## config.mk

```make
export PLATFORM = sky130hd
export DESIGN_NAME = lfr_cell
export DESIGN_NICKNAME = d
export VERILOG_FILES = /design/src/sv/lfr_pkg.sv /design/src/sv/lfr_cell.sv
export SDC_FILE = /design/constraint.sdc
export NUM_CORES = 1
export LEC_CHECK = 0
export ABC_AREA = 0
export BUFFER_PORTS_ARGS = -buffer_cell sky130_fd_sc_hd__buf_2
export CAP_MARGIN = 5
export CELL_PAD_IN_SITES_DETAIL_PLACEMENT = 1
export CELL_PAD_IN_SITES_GLOBAL_PLACEMENT = 1
export CORE_ASPECT_RATIO = 0.5
export CORE_MARGIN = 4
export CORE_UTILIZATION = 40
export DETAILED_ROUTE_END_ITERATION = 16
export GPL_ROUTABILITY_DRIVEN = 0
export HOLD_SLACK_MARGIN = 0.06
export PLACE_DENSITY = 0.92
export SYNTH_ARGS = -nofsm -noshare
export SYNTH_HDL_FRONTEND = slang
export SYNTH_SLANG_ARGS = --single-unit
```

## constraint.sdc

```tcl
create_clock -name clk -period 3.7 [get_ports clk]
set_clock_uncertainty 0.1 [all_clocks]
set_input_delay 0.185 -clock clk [delete_from_list [all_inputs] [get_ports clk]]
set_output_delay 0.185 -clock clk [all_outputs]
set_load 0.1 [all_outputs]
```

## src/sv/lfr_pkg.sv

```systemverilog
// ----------------------------------------------------------------------------
// lfr_pkg: shared types and constants of the lfu frame replacement core
// Slot geometry, field widths, the search packet that walks the cell chain
// and the write-back command that is broadcast to the cells.
// ----------------------------------------------------------------------------
package lfr_pkg;

  localparam int MAX_SLOTS = 32;
  localparam int IDX_W     = $clog2(MAX_SLOTS);
  localparam int ID_W      = 8;
  localparam int CNT_W     = 16;
  localparam int TIME_W    = 32;
  localparam int CFG_W     = 6;

  typedef enum logic [1:0] {
    ACT_HIT     = 2'd0,
    ACT_PLACE   = 2'd1,
    ACT_REPLACE = 2'd2
  } lfr_action_t;

  typedef enum logic [1:0] {
    ST_IDLE,
    ST_SCAN,
    ST_FIN
  } lfr_state_t;

  // search packet, advanced one cell per cycle
  typedef struct packed {
    logic              live;
    logic [ID_W-1:0]   cand;
    logic              found;
    logic              hit;
    logic [IDX_W-1:0]  found_idx;
    logic [CNT_W-1:0]  found_count;
    logic              best_valid;
    logic [IDX_W-1:0]  best_idx;
    logic [ID_W-1:0]   best_id;
    logic [CNT_W-1:0]  best_count;
    logic [TIME_W-1:0] best_time;
  } lfr_pkt_t;

  // write-back command, taken by the cell whose index matches
  typedef struct packed {
    logic              en;
    logic              hit;
    logic [IDX_W-1:0]  idx;
    logic [ID_W-1:0]   id;
    logic [CNT_W-1:0]  count;
    logic [TIME_W-1:0] stamp;
  } lfr_wr_t;

endpackage

```

## src/sv/lfr_cell.sv

```systemverilog
// ----------------------------------------------------------------------------
// lfr_cell: one slot of the replacement chain
// Holds id, use count and insertion time of one slot, folds its contents
// into the passing search packet and hands the packet to the next cell.
// ----------------------------------------------------------------------------
module lfr_cell (
  input  logic                       clk,
  input  logic                       rst_n,
  input  logic [lfr_pkg::IDX_W-1:0]  cell_idx,
  input  logic                       active,
  input  lfr_pkg::lfr_pkt_t          pkt_in,
  input  lfr_pkg::lfr_wr_t           wr,
  output lfr_pkg::lfr_pkt_t          pkt_out
);

  logic [lfr_pkg::ID_W-1:0]   id_r;
  logic [lfr_pkg::CNT_W-1:0]  count_r;
  logic [lfr_pkg::TIME_W-1:0] time_r;
  lfr_pkg::lfr_pkt_t          pkt_r;
  lfr_pkg::lfr_pkt_t          pkt_nxt;
  logic                       wr_here;
  logic                       better;

  assign wr_here = wr.en && (wr.idx == cell_idx);

  // lower count wins, then older insertion; equal keeps the earlier slot
  assign better = !pkt_in.best_valid || (count_r < pkt_in.best_count) ||
                  ((count_r == pkt_in.best_count) && (time_r < pkt_in.best_time));

  always_comb begin
    pkt_nxt = pkt_in;
    if (active && !pkt_in.found) begin
      if (id_r == '0) begin
        pkt_nxt.found     = 1'b1;
        pkt_nxt.hit       = 1'b0;
        pkt_nxt.found_idx = cell_idx;
      end else if (id_r == pkt_in.cand) begin
        pkt_nxt.found       = 1'b1;
        pkt_nxt.hit         = 1'b1;
        pkt_nxt.found_idx   = cell_idx;
        pkt_nxt.found_count = count_r;
      end
    end
    if (active && better) begin
      pkt_nxt.best_valid = 1'b1;
      pkt_nxt.best_idx   = cell_idx;
      pkt_nxt.best_id    = id_r;
      pkt_nxt.best_count = count_r;
      pkt_nxt.best_time  = time_r;
    end
  end

  always_ff @(posedge clk) begin
    if (!rst_n) begin
      id_r    <= '0;
      count_r <= '0;
      time_r  <= '0;
    end else if (wr_here) begin
      id_r    <= wr.id;
      count_r <= wr.count;
      if (!wr.hit) begin
        time_r <= wr.stamp;
      end
    end
  end

  always_ff @(posedge clk) begin
    if (!rst_n) begin
      pkt_r.live <= 1'b0;
    end else begin
      pkt_r.live <= pkt_nxt.live;
    end
    pkt_r.cand        <= pkt_nxt.cand;
    pkt_r.found       <= pkt_nxt.found;
    pkt_r.hit         <= pkt_nxt.hit;
    pkt_r.found_idx   <= pkt_nxt.found_idx;
    pkt_r.found_count <= pkt_nxt.found_count;
    pkt_r.best_valid  <= pkt_nxt.best_valid;
    pkt_r.best_idx    <= pkt_nxt.best_idx;
    pkt_r.best_id     <= pkt_nxt.best_id;
    pkt_r.best_count  <= pkt_nxt.best_count;
    pkt_r.best_time   <= pkt_nxt.best_time;
  end

  assign pkt_out = pkt_r;

endmodule

```

==> flow_metrics.py <==
metrics = {
    "synth": {
        "synthMostInstantiatedCell": "dfxtp_1",
        "synth_cell_type_count": 39,
        "ys_ff_latch": 150,
        "synth_top_area_share_pct": 45.3,
        "synth-edff-count": 0,
        "seq_area_frac_synth_pct": 45.3,
        "yosys.area.top_type": "dfxtp_1",
        "syn_area_per_cell_um2": 11.1,
        "yosys_warnings": 0,
        "synth_flop_cell": "dfxtp_1",
        "synthTopCellsByArea": "dfxtp_1, mux2_4, ha_1",
        "synth_nets": 808,
        "ys_async_sr_fraction_pct": 0,
        "syn_inst": 596,
        "syn_area_um2": 6630,
        "synth_common_cells": "dfxtp_1, nand2_1, mux2_4",
    },
    "clock_network": {
        "cts.sinks": 150,
        "cts_root_buf": "clkbuf_16",
        "clock_latency_ns": 0.44,
        "clk_pin_slew_ns": 0.07,
        "cts_buffers": 17,
        "cts_tree": "done",
        "cts_buffer_depth": 2,
        "htreeDepth": 4,
    },
    "power": {
        "switching_share_pct": 35.1,
        "power_frac_comb_pct": 22.5,
        "p_per_area_nw_per_um2": 455,
        "leakage_nw": 4.92,
        "p_int_mw": 3.06,
        "clock_power_share_pct": 41.0,
        "peakVddDrop_uv": 314,
        "switching_power_mw": 1.65,
        "p_seq_share_pct": 36.5,
    },
    "place": {
        "preCtsSetupSlack_ns": 0.493,
        "io_buffer_count": 258,
        "dp_hpwl_mm": 16.6,
    },
    "sta": {
        "worst_slew_pin_slew_ns": 1.04,
        "setup_violations": 3,
        "slew_violations": 0,
        "hold_violations": 0,
        "setup_slack_ns": -0.0133,
        "layout_min_cycle_time_ns": 3.71,
        "clock.fmax_mhz": 269,
        "post-route-period-util_pct": 100,
        "relSlewSlack_pct": 30.8,
    },
    "critical_path": {
        "startpoint": "pkt_in[47]",
        "crit_fanout": 8,
        "r2r_slack_ns": 0.06,
        "required_ns": 3.91,
        "r2r_cells": 8,
        "timing.rr.start": "count_r[15]$_SDFFE_PN0P_",
        "path_class": "in -> reg",
        "startpoint_type": "primary input",
        "critPathCaptureType": "flop",
        "cp.arrival_ns": 3.92,
        "worstReg2RegEnd": "pkt_out[59]$_DFF_P_",
    },
    "detailed_routing": {
        "routed_wl_mm": 36.2,
        "first_pass_iters": 5,
        "drc": 0,
        "drt_iter0_markers": 432,
        "vias": 7024,
        "wire_per_inst_um": 28.8,
        "vias_per_cell": 5.59,
        "detail-route-antenna-nets": 0,
    },
    "grt": {
        "track_usage_pct": 34.1,
        "grt_pass1_wl_mm": 48.7,
        "grt_pass1_vias": 7602,
        "grt_antenna_before_repair": 2,
        "overflow": 0,
        "grt_max_degree": 58,
    },
    "floorplanning": {
        "ios": 259,
        "dieArea_um2": 18800,
        "die_y_um": 99.1,
        "fp-row-count": 32,
        "dieWidth_um": 190,
        "core_area_um2": 15800,
        "start_util_pct": 41.9,
    },
    "hold_path": {
        "hold_path.class": "in -> reg",
        "min_path_cells": 3,
        "hold_path_end": "pkt_out[33]$_DFF_P_",
        "hp-start": "active",
    },
    "final_layout": {
        "fill_cells": 1731,
        "drive_gt1_share_pct": 37.4,
        "regArea_um2": 3000,
        "postLayoutCoreUtil_pct": 65.4,
        "multi_input_area_um2": 3270,
        "nets": 1231,
        "syn_to_final_growth_pct": 55.9,
    },
    "run": {
        "drv_cap": 0,
    },
    "outcome": {
        "outcome": "finished with violations",
        "violations": "negative setup slack",
    },
}
power by group through the flow:
stage / logic [mW] / clock network, mW / registers, mW
2_1_floorplan: 0.191 / 0 / 2.18
3_3_place_gp: 0.820 / 0 / 1.74
3_5_place_dp: 0.842 / 0 / 1.74
4_1_cts: 0.993 / 1.83 / 1.70
5_1_grt: 1.08 / 1.99 / 1.72
6_report: 1.06 / 1.93 / 1.72
flip-flops by register name, summed over array words and instances, names as in the netlist:
signal   count
count_r     16
id_r         8
pkt_out     94
time_r      32
per-stage QoR:
step	cells	hold WS, ns	total power [mW]	TNS [ns]	instance area, µm²
final	1256	0.288	4.71	-0.0242	10300
after global routing	1255	0.299	4.80	-1.14	10300
after global placement	1057	0.216	2.56	0	8080
after CTS	1251	0.270	4.53	0	10300
after floorplan	596	0.113	2.37	0	6630
after detailed placement	1057	0.219	2.58	0	8080
critical path, stage by stage:
cell           delay [ns]
dlygate4sd3_1        0.53
buf_2                0.12
inv_1                0.05
ha_1                 0.35
nand4_1              0.33
nor3_2               0.37
nand4_1              0.20
a2111oi_2            0.47
a32o_4               0.38
mux2_4               0.32
dlygate4sd3_1        0.61
cell type report:
cell class / count / area share, %
clock buffer: 17 / 4.11
sequential: 150 / 29.0
antenna: 3 / 0.0726
tap: 221 / 2.67
inverter: 48 / 1.74
clock inverter: 15 / 1.75
multi-input combinational: 374 / 31.6
timing repair buffer: 428 / 29.0
kinds of logic (layout without fill, tap and decap cells):
family          Yosys count  in the layout  synth area share, %
compound gates           71             71                 7.53
simple gates            138            138                 10.1
other cells               0              3                    0
mux                     105            105                 20.8
xor+xnor                 13             13                 1.72
buf+inv                  72            508                 5.77
fa+ha+maj                47             47                 8.86
flops                   150            150                 45.3
worst max-delay path by stage:
stage,endpoint,slack (ns),cells past startpoint
after floorplan,pkt_out[0]$_DFF_P_,1.24,9
after global placement,pkt_out[7]$_DFF_P_,0.68,8
after detailed placement,pkt_out[7]$_DFF_P_,0.49,8
after CTS,pkt_out[60]$_DFF_P_,0.06,11
after global routing,pkt_out[59]$_DFF_P_,-0.08,11
final,pkt_out[59]$_DFF_P_,-0.01,11
cells in the final DEF, fill, tap and decap left out, types with 4 or more instances in the layout:
cell type and instances:
a211oi_1 4, a21boi_0 33, a21o_1 6, a21oi_1 15, buf_2 258, buf_4 6
clkbuf_16 17, dfxtp_1 150, dlygate4sd3_1 162, ha_1 47, inv_1 48, inv_6 6
inv_8 4, mux2_2 21, mux2_4 60, mux2i_1 24, nand2_1 70, nand3_1 6
nand4_1 12, nor2_1 5, nor2b_1 25, nor4_1 4, o21ai_0 5, xnor2_1 9
xor2_1 4
layer usage:
layer | vias to the layer above | share of wire, % | global-route usage, % | wire [µm]
met5 | - | 0 | 0 | 0
li1 | 2886 | - | - | -
met1 | 3422 | 36 | 36.2 | 13100
met4 | 0 | 8.1 | 21.6 | 2920
met2 | 502 | 49 | 61.7 | 17700
met3 | 214 | 6.8 | 7.64 | 2470
repair_timing:
item | 4_1_cts | 5_1_grt
hold buffers | 162 | 0
gates resized for setup | 0 | 2
setup buffers | 0 | 2
endpoints found under the hold margin | 150 | 0
setup endpoints to repair | 0 | 42
No activity file was read; power rests on OpenSTA's default activity.
